===== config.mk =====
export PLATFORM = sky130hd
export DESIGN_NAME = ball_presence_tracker
export DESIGN_NICKNAME = d
export VERILOG_FILES = /design/src/hdl/bpt_pkg.sv /design/src/hdl/bpt_front.sv /design/src/hdl/bpt_queue.sv /design/src/hdl/bpt_back.sv /design/src/hdl/ball_presence_tracker.sv
export SDC_FILE = /design/constraint.sdc
export NUM_CORES = 1
export LEC_CHECK = 0
export ABC_AREA = 1
export BUFFER_PORTS_ARGS = -buffer_cell sky130_fd_sc_hd__buf_4
export CAP_MARGIN = 20
export CORE_MARGIN = 2
export CORE_UTILIZATION = 50
export DETAILED_ROUTE_END_ITERATION = 7
export MAX_ROUTING_LAYER = met4
export PLACE_DENSITY = 0.72
export SLEW_MARGIN = 40
export SYNTH_ARGS = -nofsm -noshare
export SYNTH_HDL_FRONTEND = slang
export SYNTH_SLANG_ARGS = --single-unit

===== constraint.sdc =====
create_clock -name clk -period 17.7 [get_ports clk]
set_clock_uncertainty 0.05 [all_clocks]
set_input_delay 0 -clock clk [delete_from_list [all_inputs] [get_ports clk]]
set_output_delay 0 -clock clk [all_outputs]
set_load 0.03 [all_outputs]

===== src/hdl/bpt_pkg.sv =====
`default_nettype none
package bpt_pkg;

    localparam int X_W        = 10;
    localparam int DIAM_W     = 8;
    localparam int THR_W      = 6;
    localparam int ZONE_W     = 4;
    localparam int DIR_W      = 2;
    localparam int CMD_W      = 3;
    localparam int CFG_IDX_W  = 2;
    localparam int CFG_DATA_W = 8;

    localparam int ZONE_WIDTH  = 40;
    localparam int IMAGE_WIDTH = 320;
    localparam int NUM_ZONES   = IMAGE_WIDTH / ZONE_WIDTH;
    localparam int QUEUE_DEPTH = 2;

    localparam logic [CFG_IDX_W-1:0] CFG_MIN_DIAM  = 2'd0;
    localparam logic [CFG_IDX_W-1:0] CFG_THRESHOLD = 2'd1;

    localparam logic [DIAM_W-1:0] MIN_DIAM_RESET  = 8'd4;
    localparam logic [THR_W-1:0]  THRESHOLD_RESET = 6'd15;

    localparam logic [CMD_W-1:0] CMD_STOP         = 3'd0;
    localparam logic [CMD_W-1:0] CMD_FWD_RIGHT    = 3'd1;
    localparam logic [CMD_W-1:0] CMD_BACK_RIGHT   = 3'd2;
    localparam logic [CMD_W-1:0] CMD_FWD_LEFT     = 3'd3;
    localparam logic [CMD_W-1:0] CMD_BACK_LEFT    = 3'd4;

    localparam logic signed [DIR_W-1:0] DIR_LEFT  = -2'sd1;
    localparam logic signed [DIR_W-1:0] DIR_NONE  = 2'sd0;
    localparam logic signed [DIR_W-1:0] DIR_RIGHT = 2'sd1;

    typedef struct packed {
        logic            seen;
        logic [X_W-1:0]  best_x;
        logic            obs_right;
        logic            obs_left;
        logic            obs_back;
    } frame_rec_t;

    // x / ZONE_WIDTH by counting boundaries passed, then shifted to -4..-1, 1..4
    function automatic logic signed [ZONE_W-1:0] zone_of(input logic [X_W-1:0] x);
        logic [ZONE_W-1:0] z;
        z = '0;
        if (x >= X_W'(IMAGE_WIDTH))
        begin
            zone_of = ZONE_W'(NUM_ZONES / 2);
        end
        else
        begin
            for (int k = 1; k < NUM_ZONES; k++)
            begin
                if (x >= X_W'(k * ZONE_WIDTH))
                    z = z + 1'b1;
            end
            if (z < ZONE_W'(NUM_ZONES / 2))
                zone_of = $signed(z - ZONE_W'(NUM_ZONES / 2));
            else
                zone_of = $signed(z - ZONE_W'(NUM_ZONES / 2 - 1));
        end
    endfunction

endpackage
`default_nettype wire


===== src/hdl/bpt_front.sv =====
`default_nettype none
module bpt_front
    import bpt_pkg::*;
(
    input  wire logic              clk,
    input  wire logic              rst_n,
    input  wire logic              in_valid,
    output logic                   in_ready,
    input  wire logic              ball_valid,
    input  wire logic [DIAM_W-1:0] ball_diameter,
    input  wire logic [X_W-1:0]    ball_x,
    input  wire logic              frame_last,
    input  wire logic              obstacle_right,
    input  wire logic              obstacle_left,
    input  wire logic              obstacle_back,
    input  wire logic [DIAM_W-1:0] min_diam,
    output logic                   push,
    output frame_rec_t             push_rec,
    input  wire logic              queue_full
);

    logic [DIAM_W-1:0] best_diam_reg, best_diam_next;
    logic [X_W-1:0]    best_x_reg, best_x_next;
    logic [DIAM_W-1:0] cand_diam;
    logic [X_W-1:0]    cand_x;
    logic              accept;

    assign in_ready = !queue_full;
    assign accept   = in_valid && in_ready;

    always_comb
    begin
        // strictly larger replaces, so ties keep the earlier ball
        if (ball_valid && (ball_diameter > best_diam_reg))
        begin
            cand_diam = ball_diameter;
            cand_x    = ball_x;
        end
        else
        begin
            cand_diam = best_diam_reg;
            cand_x    = best_x_reg;
        end

        best_diam_next = best_diam_reg;
        best_x_next    = best_x_reg;
        if (accept)
        begin
            if (frame_last)
            begin
                best_diam_next = '0;
                best_x_next    = '0;
            end
            else
            begin
                best_diam_next = cand_diam;
                best_x_next    = cand_x;
            end
        end

        push               = accept && frame_last;
        push_rec.seen      = (cand_diam >= min_diam);
        push_rec.best_x    = cand_x;
        push_rec.obs_right = obstacle_right;
        push_rec.obs_left  = obstacle_left;
        push_rec.obs_back  = obstacle_back;
    end

    always_ff @(posedge clk or negedge rst_n)
    begin
        if (!rst_n)
        begin
            best_diam_reg <= '0;
            best_x_reg    <= '0;
        end
        else
        begin
            best_diam_reg <= best_diam_next;
            best_x_reg    <= best_x_next;
        end
    end

endmodule
`default_nettype wire


===== src/hdl/bpt_queue.sv =====
`default_nettype none
module bpt_queue
    import bpt_pkg::*;
(
    input  wire logic       clk,
    input  wire logic       rst_n,
    input  wire logic       push,
    input  wire frame_rec_t push_rec,
    output logic            full,
    output logic            not_empty,
    input  wire logic       pop,
    output frame_rec_t      pop_rec
);

    localparam int PTR_W = (QUEUE_DEPTH > 1) ? $clog2(QUEUE_DEPTH) : 1;
    localparam int CNT_W = $clog2(QUEUE_DEPTH + 1);

    frame_rec_t       entry_reg [QUEUE_DEPTH];
    logic [PTR_W-1:0] wr_ptr_reg, wr_ptr_next;
    logic [PTR_W-1:0] rd_ptr_reg, rd_ptr_next;
    logic [CNT_W-1:0] count_reg, count_next;

    assign full      = (count_reg == CNT_W'(QUEUE_DEPTH));
    assign not_empty = (count_reg != '0);
    assign pop_rec   = entry_reg[rd_ptr_reg];

    always_comb
    begin
        wr_ptr_next = wr_ptr_reg;
        rd_ptr_next = rd_ptr_reg;
        count_next  = count_reg;
        if (push)
            wr_ptr_next = (wr_ptr_reg == PTR_W'(QUEUE_DEPTH - 1)) ? '0 : wr_ptr_reg + 1'b1;
        if (pop)
            rd_ptr_next = (rd_ptr_reg == PTR_W'(QUEUE_DEPTH - 1)) ? '0 : rd_ptr_reg + 1'b1;
        if (push && !pop)
            count_next = count_reg + 1'b1;
        else if (pop && !push)
            count_next = count_reg - 1'b1;
    end

    always_ff @(posedge clk or negedge rst_n)
    begin
        if (!rst_n)
        begin
            wr_ptr_reg <= '0;
            rd_ptr_reg <= '0;
            count_reg  <= '0;
        end
        else
        begin
            wr_ptr_reg <= wr_ptr_next;
            rd_ptr_reg <= rd_ptr_next;
            count_reg  <= count_next;
        end
    end

    always_ff @(posedge clk)
    begin
        if (push)
            entry_reg[wr_ptr_reg] <= push_rec;
    end

endmodule
`default_nettype wire


===== src/hdl/bpt_back.sv =====
`default_nettype none
module bpt_back
    import bpt_pkg::*;
#(
    parameter int HISTORY_DEPTH = 8
)
(
    input  wire logic                     clk,
    input  wire logic                     rst_n,
    input  wire logic                     rec_valid,
    input  wire frame_rec_t               rec,
    output logic                          pop,
    input  wire logic [THR_W-1:0]         threshold,
    output logic                          out_valid,
    input  wire logic                     out_ready,
    output logic [CMD_W-1:0]              motion_command,
    output logic signed [DIR_W-1:0]       move_direction,
    output logic signed [ZONE_W-1:0]      ball_zone
);

    localparam int SUM_W = $clog2(HISTORY_DEPTH * (HISTORY_DEPTH + 1) / 2 + 1);
    localparam int CMP_W = (SUM_W > THR_W) ? SUM_W : THR_W;

    logic [HISTORY_DEPTH-1:0]   hist_reg, hist_next;
    logic [X_W-1:0]             held_x_reg, held_x_next;
    logic signed [DIR_W-1:0]    held_dir_reg, held_dir_next;
    logic signed [ZONE_W-1:0]   zone_reg, zone_next;
    logic                       out_valid_reg, out_valid_next;
    logic [CMD_W-1:0]           cmd_reg, cmd_next;

    logic [SUM_W-1:0]           sum;
    logic                       tracked;
    logic [X_W-1:0]             x_use;
    logic signed [ZONE_W-1:0]   nz;
    logic signed [DIR_W-1:0]    zdir;

    assign pop            = rec_valid && (!out_valid_reg || out_ready);
    assign out_valid      = out_valid_reg;
    assign motion_command = cmd_reg;
    assign move_direction = held_dir_reg;
    assign ball_zone      = zone_reg;

    always_comb
    begin
        hist_next = {hist_reg[HISTORY_DEPTH-2:0], rec.seen};

        // newest frame weighs HISTORY_DEPTH, oldest weighs 1
        sum = '0;
        for (int k = 0; k < HISTORY_DEPTH; k++)
        begin
            if (hist_next[k])
                sum = sum + SUM_W'(HISTORY_DEPTH - k);
        end
        tracked = (CMP_W'(sum) >= CMP_W'(threshold));

        x_use = rec.seen ? rec.best_x : held_x_reg;
        nz    = zone_of(x_use);

        // same zone: center zones give no move, outer zones keep pushing outward
        if (nz == zone_reg)
        begin
            if (nz > 4'sd1)
                zdir = DIR_RIGHT;
            else if (nz < -4'sd1)
                zdir = DIR_LEFT;
            else
                zdir = DIR_NONE;
        end
        else if (nz > zone_reg)
            zdir = DIR_RIGHT;
        else
            zdir = DIR_LEFT;

        if (tracked)
        begin
            held_x_next   = x_use;
            zone_next     = nz;
            held_dir_next = zdir;
        end
        else if (sum != '0)
        begin
            held_x_next   = '0;
            zone_next     = '0;
            held_dir_next = held_dir_reg;
        end
        else
        begin
            held_x_next   = '0;
            zone_next     = '0;
            held_dir_next = DIR_NONE;
        end

        if (held_dir_next == DIR_RIGHT)
            cmd_next = rec.obs_right ? CMD_STOP : (rec.obs_back ? CMD_FWD_RIGHT : CMD_BACK_RIGHT);
        else if (held_dir_next == DIR_LEFT)
            cmd_next = rec.obs_left ? CMD_STOP : (rec.obs_back ? CMD_FWD_LEFT : CMD_BACK_LEFT);
        else
            cmd_next = CMD_STOP;

        if (pop)
            out_valid_next = 1'b1;
        else if (out_ready)
            out_valid_next = 1'b0;
        else
            out_valid_next = out_valid_reg;
    end

    always_ff @(posedge clk or negedge rst_n)
    begin
        if (!rst_n)
        begin
            hist_reg      <= '0;
            held_x_reg    <= '0;
            held_dir_reg  <= DIR_NONE;
            zone_reg      <= '0;
            out_valid_reg <= 1'b0;
        end
        else
        begin
            out_valid_reg <= out_valid_next;
            if (pop)
            begin
                hist_reg     <= hist_next;
                held_x_reg   <= held_x_next;
                held_dir_reg <= held_dir_next;
                zone_reg     <= zone_next;
            end
        end
    end

    always_ff @(posedge clk)
    begin
        if (pop)
            cmd_reg <= cmd_next;
    end

endmodule
`default_nettype wire


===== src/hdl/ball_presence_tracker.sv =====
// Ball presence tracker: one motion command per frame_last transaction.
// An accepted frame_last item is written to the queue (front accumulate and queue
// write); the back end then evaluates it and registers the result with out_valid.
// Throughput: 1 item per cycle until the queue fills; the back end retires one frame per cycle unless out_ready stalls.
// Reset (rst_n, async, active low): history, held x/direction/zone and frame
// best cleared; registers back to min diameter 4 and threshold 15.
`default_nettype none
module ball_presence_tracker
    import bpt_pkg::*;
#(
    parameter int HISTORY_DEPTH = 8
)
(
    input  wire logic                  clk,
    input  wire logic                  rst_n,
    input  wire logic                  in_valid,
    output logic                       in_ready,
    input  wire logic                  ball_valid,
    input  wire logic [DIAM_W-1:0]     ball_diameter,
    input  wire logic [X_W-1:0]        ball_x,
    input  wire logic                  frame_last,
    input  wire logic                  obstacle_right,
    input  wire logic                  obstacle_left,
    input  wire logic                  obstacle_back,
    output logic                       out_valid,
    input  wire logic                  out_ready,
    output logic [CMD_W-1:0]           motion_command,
    output logic signed [DIR_W-1:0]    move_direction,
    output logic signed [ZONE_W-1:0]   ball_zone,
    input  wire logic                  cfg_valid,
    output logic                       cfg_ready,
    input  wire logic [CFG_IDX_W-1:0]  cfg_index,
    input  wire logic [CFG_DATA_W-1:0] cfg_data
);

    logic [DIAM_W-1:0] min_diam_reg;
    logic [THR_W-1:0]  thr_reg;

    logic       push;
    frame_rec_t push_rec;
    logic       queue_full;
    logic       queue_not_empty;
    logic       pop;
    frame_rec_t pop_rec;

    assign cfg_ready = 1'b1;

    always_ff @(posedge clk or negedge rst_n)
    begin
        if (!rst_n)
        begin
            min_diam_reg <= MIN_DIAM_RESET;
            thr_reg      <= THRESHOLD_RESET;
        end
        else if (cfg_valid && cfg_ready)
        begin
            case (cfg_index)
                CFG_MIN_DIAM:  min_diam_reg <= cfg_data[DIAM_W-1:0];
                CFG_THRESHOLD: thr_reg      <= cfg_data[THR_W-1:0];
                default:       ;
            endcase
        end
    end

    bpt_front u_front (
        .clk            (clk),
        .rst_n          (rst_n),
        .in_valid       (in_valid),
        .in_ready       (in_ready),
        .ball_valid     (ball_valid),
        .ball_diameter  (ball_diameter),
        .ball_x         (ball_x),
        .frame_last     (frame_last),
        .obstacle_right (obstacle_right),
        .obstacle_left  (obstacle_left),
        .obstacle_back  (obstacle_back),
        .min_diam       (min_diam_reg),
        .push           (push),
        .push_rec       (push_rec),
        .queue_full     (queue_full)
    );

    bpt_queue u_queue (
        .clk       (clk),
        .rst_n     (rst_n),
        .push      (push),
        .push_rec  (push_rec),
        .full      (queue_full),
        .not_empty (queue_not_empty),
        .pop       (pop),
        .pop_rec   (pop_rec)
    );

    bpt_back #(
        .HISTORY_DEPTH (HISTORY_DEPTH)
    ) u_back (
        .clk            (clk),
        .rst_n          (rst_n),
        .rec_valid      (queue_not_empty),
        .rec            (pop_rec),
        .pop            (pop),
        .threshold      (thr_reg),
        .out_valid      (out_valid),
        .out_ready      (out_ready),
        .motion_command (motion_command),
        .move_direction (move_direction),
        .ball_zone      (ball_zone)
    );

endmodule
`default_nettype wire


==> results.json <==
{
  "wl_um": 11500,
  "required_ns": 17.77,
  "grt.total_usage_pct": 21.7,
  "synthCells": 728,
  "dieArea_sq_um": 12100,
  "place_hpwl_um": 8690,
  "crit_type": "reg2reg",
  "root_buffer": "clkbuf_8",
  "antenna_found_initial": 0,
  "most-common-layout-cells": "nand2_1, inv_1, o21ai_0",
  "first_pass_iters": 5,
  "initial_core_util_pct": 51.4,
  "r2r_end": "u_back.motion_command[0]",
  "io_pins": 50,
  "worst_hold_path.num_cells": 4,
  "worstMarginPinSlew_ns": 0.719,
  "syn-num-nets": 807,
  "reg2reg_slack_ns": 10.77,
  "vias": 4772,
  "numCtsBuffers": 9,
  "rr_startpoint": "u_queue.rd_ptr_reg",
  "fin_tns_setup_ns": 0,
  "die_w_um": 110,
  "gr-total-overflow": 0,
  "vias_per_cell": 5.12,
  "io_buffers": 45,
  "syn_area_per_cell_sq_um": 7.69,
  "diodes": 0,
  "synth_async_sr_flop_share_pct": 68.4,
  "htree_levels": 3,
  "ys_warn_count": 0,
  "first_global_vias": 4709,
  "die_h_um": 110,
  "grt_max_degree": 55,
  "startpoint": "u_queue.rd_ptr_reg",
  "cpMostUsedCell": "nand2_1",
  "reg2reg_depth": 46,
  "fmax_mhz": 144,
  "syn2layout_area_growth_pct": 15.2,
  "finalCritPeriodShare_pct": 39.1,
  "ant_nets": 0,
  "period_minus_slack_ns": 6.93,
  "cts_tree": "yes",
  "wire_per_inst_um": 12.4,
  "slew_headroom_pct": 52.0,
  "synthesis.area_sq_um": 5600,
  "slowest_stage": "dfrtp_1",
  "min_delay_worst_endpoint": "u_queue.wr_ptr_reg",
  "worst-path-max-fanout": 18,
  "gp_congestion": 0.892,
  "drive_above_1_share_pct": 16.4,
  "synthFlopType": "dfrtp_1",
  "ys_ff_latch": 79,
  "status": "completed",
  "clock_sinks": 79,
  "cpPeakStageDelay_ns": 0.70,
  "worstHoldStart": "in_valid",
  "slew_viol_final": 0,
  "clk_latency_ns": 0.35,
  "whs_ns": 0.0451,
  "grt_pass1_wl_um": 20200,
  "mostFrequentLayoutCell": "nand2_1",
  "rsz0062_at_grt": "false",
  "nets": 866,
  "hp-class": "in2reg",
  "drc_errors": 0,
  "post_cts_resize_count": 0,
  "dr.first_iter.drc_count": 251,
  "clk_pin_slew_ns": 0.09,
  "startpoint_type": "flip-flop",
  "finalHoldViolCount": 0,
  "core_area_sq_um": 10900,
  "cp-end-kind": "flip-flop",
  "cp.arrival_ns": 6.99,
  "setup_violations": 0,
  "std_cell_rows": 38,
  "largest_reg_flops": 22,
  "ys_seq_area_share_pct": 37.7,
  "maxCapViolations": 0,
  "synth-edff-count": 25,
  "synth_cell_types": 45,
  "clock_path_buffers": 2
}
[timing repair]
action / in CTS / in global routing
setup buffers: 0 / 0
hold buffers: 20 / 0
hold endpoints to repair: 89 / 0
[logic make-up (layout without fill, tap and decap cells)]
family                   count (synthesis)  in the layout  share of synthesized area, %
AO/OA/AOI/OAI                          110            110                          11.2
XOR/XNOR                                17             17                          2.66
adder cells (fa/ha/maj)                 41             41                          9.30
buffers and inverters                  153            217                          11.1
flip-flops                              79             79                          37.7
multiplexers                             1              1                         0.179
other                                    1              1                        0.0670
AND/OR/NAND/NOR                        326            326                          27.8
[area by class of cell]
| cell class | instances | area [sq um] |
|---|---|---|
| clock inverter | 3 | 20.0 |
| clock buffer | 13 | 191 |
| multi-input combinational | 496 | 2900 |
| sequential | 79 | 2110 |
| timing repair buffer | 67 | 553 |
| tap | 140 | 175 |
| inverter | 134 | 503 |
| fill | 987 | 4440 |
[synthesized netlist by cell type, drive strengths merged, types with 2 or more instances]
cell type / number / area, sq um
nand4: 5 / 31.3
nand2: 192 / 832
nor3: 4 / 20.0
edfxtp: 25 / 751
clkinv: 2 / 7.51
ha: 40 / 500
dfstp: 5 / 131
or2: 9 / 56.3
nor2: 55 / 258
dfrtp: 49 / 1230
o22ai: 18 / 113
xnor2: 4 / 35.0
o21ai: 58 / 298
inv: 132 / 495
nor3b: 2 / 15.0
nand3: 57 / 333
xor2: 13 / 114
o21a: 10 / 75.1
a21oi: 20 / 111
clkbuf: 12 / 45.0
buf: 7 / 71.3
[how the worst max path moves through the flow]
stage	end	slack, ns
finish	u_back.motion_command[0]	10.77
detailed placement	u_back.motion_command[0]	10.80
global placement	u_back.motion_command[0]	11.00
CTS	u_back.motion_command[0]	10.78
global route	u_back.motion_command[0]	10.08
floorplan	u_back.motion_command[0]	12.10
[worst max-delay path: cells and delay by family, from the launching register on]
family                     cells  cell delay, ns
AOI/OAI and AO/OA              1            0.11
adders and majority gates      6            1.60
DFF                            1            0.70
and+or+nand+nor               30            3.54
buffers and inverters          9            0.71
[metal layers]
metal / track usage, % / up-vias / routed length, um
li1: - / 2448 / -
met3: 2.61 / 21 / 388
met1: 26.2 / 2197 / 5160
met4: 7.23 / 0 / 233
met2: 37.7 / 106 / 5770
met5: - / - / 0
[metrics by stage]
| stage | instance area (sq um) | instances | utilization [%] | worst slack [ns] |
|---|---|---|---|---|
| final | 6450 | 932 | 59.2 | 10.77 |
| after global routing | 6450 | 932 | 59.2 | 10.08 |
| after CTS | 6440 | 932 | 59.1 | 10.78 |
| after detailed placement | 6030 | 896 | 55.3 | 10.80 |
| after global placement | 6020 | 896 | 55.3 | 11.00 |
| after floorplan | 5600 | 728 | - | 12.10 |
Power is not shown: default switching activity piles up to over one toggle a cycle in this logic, so the estimate is an artifact.
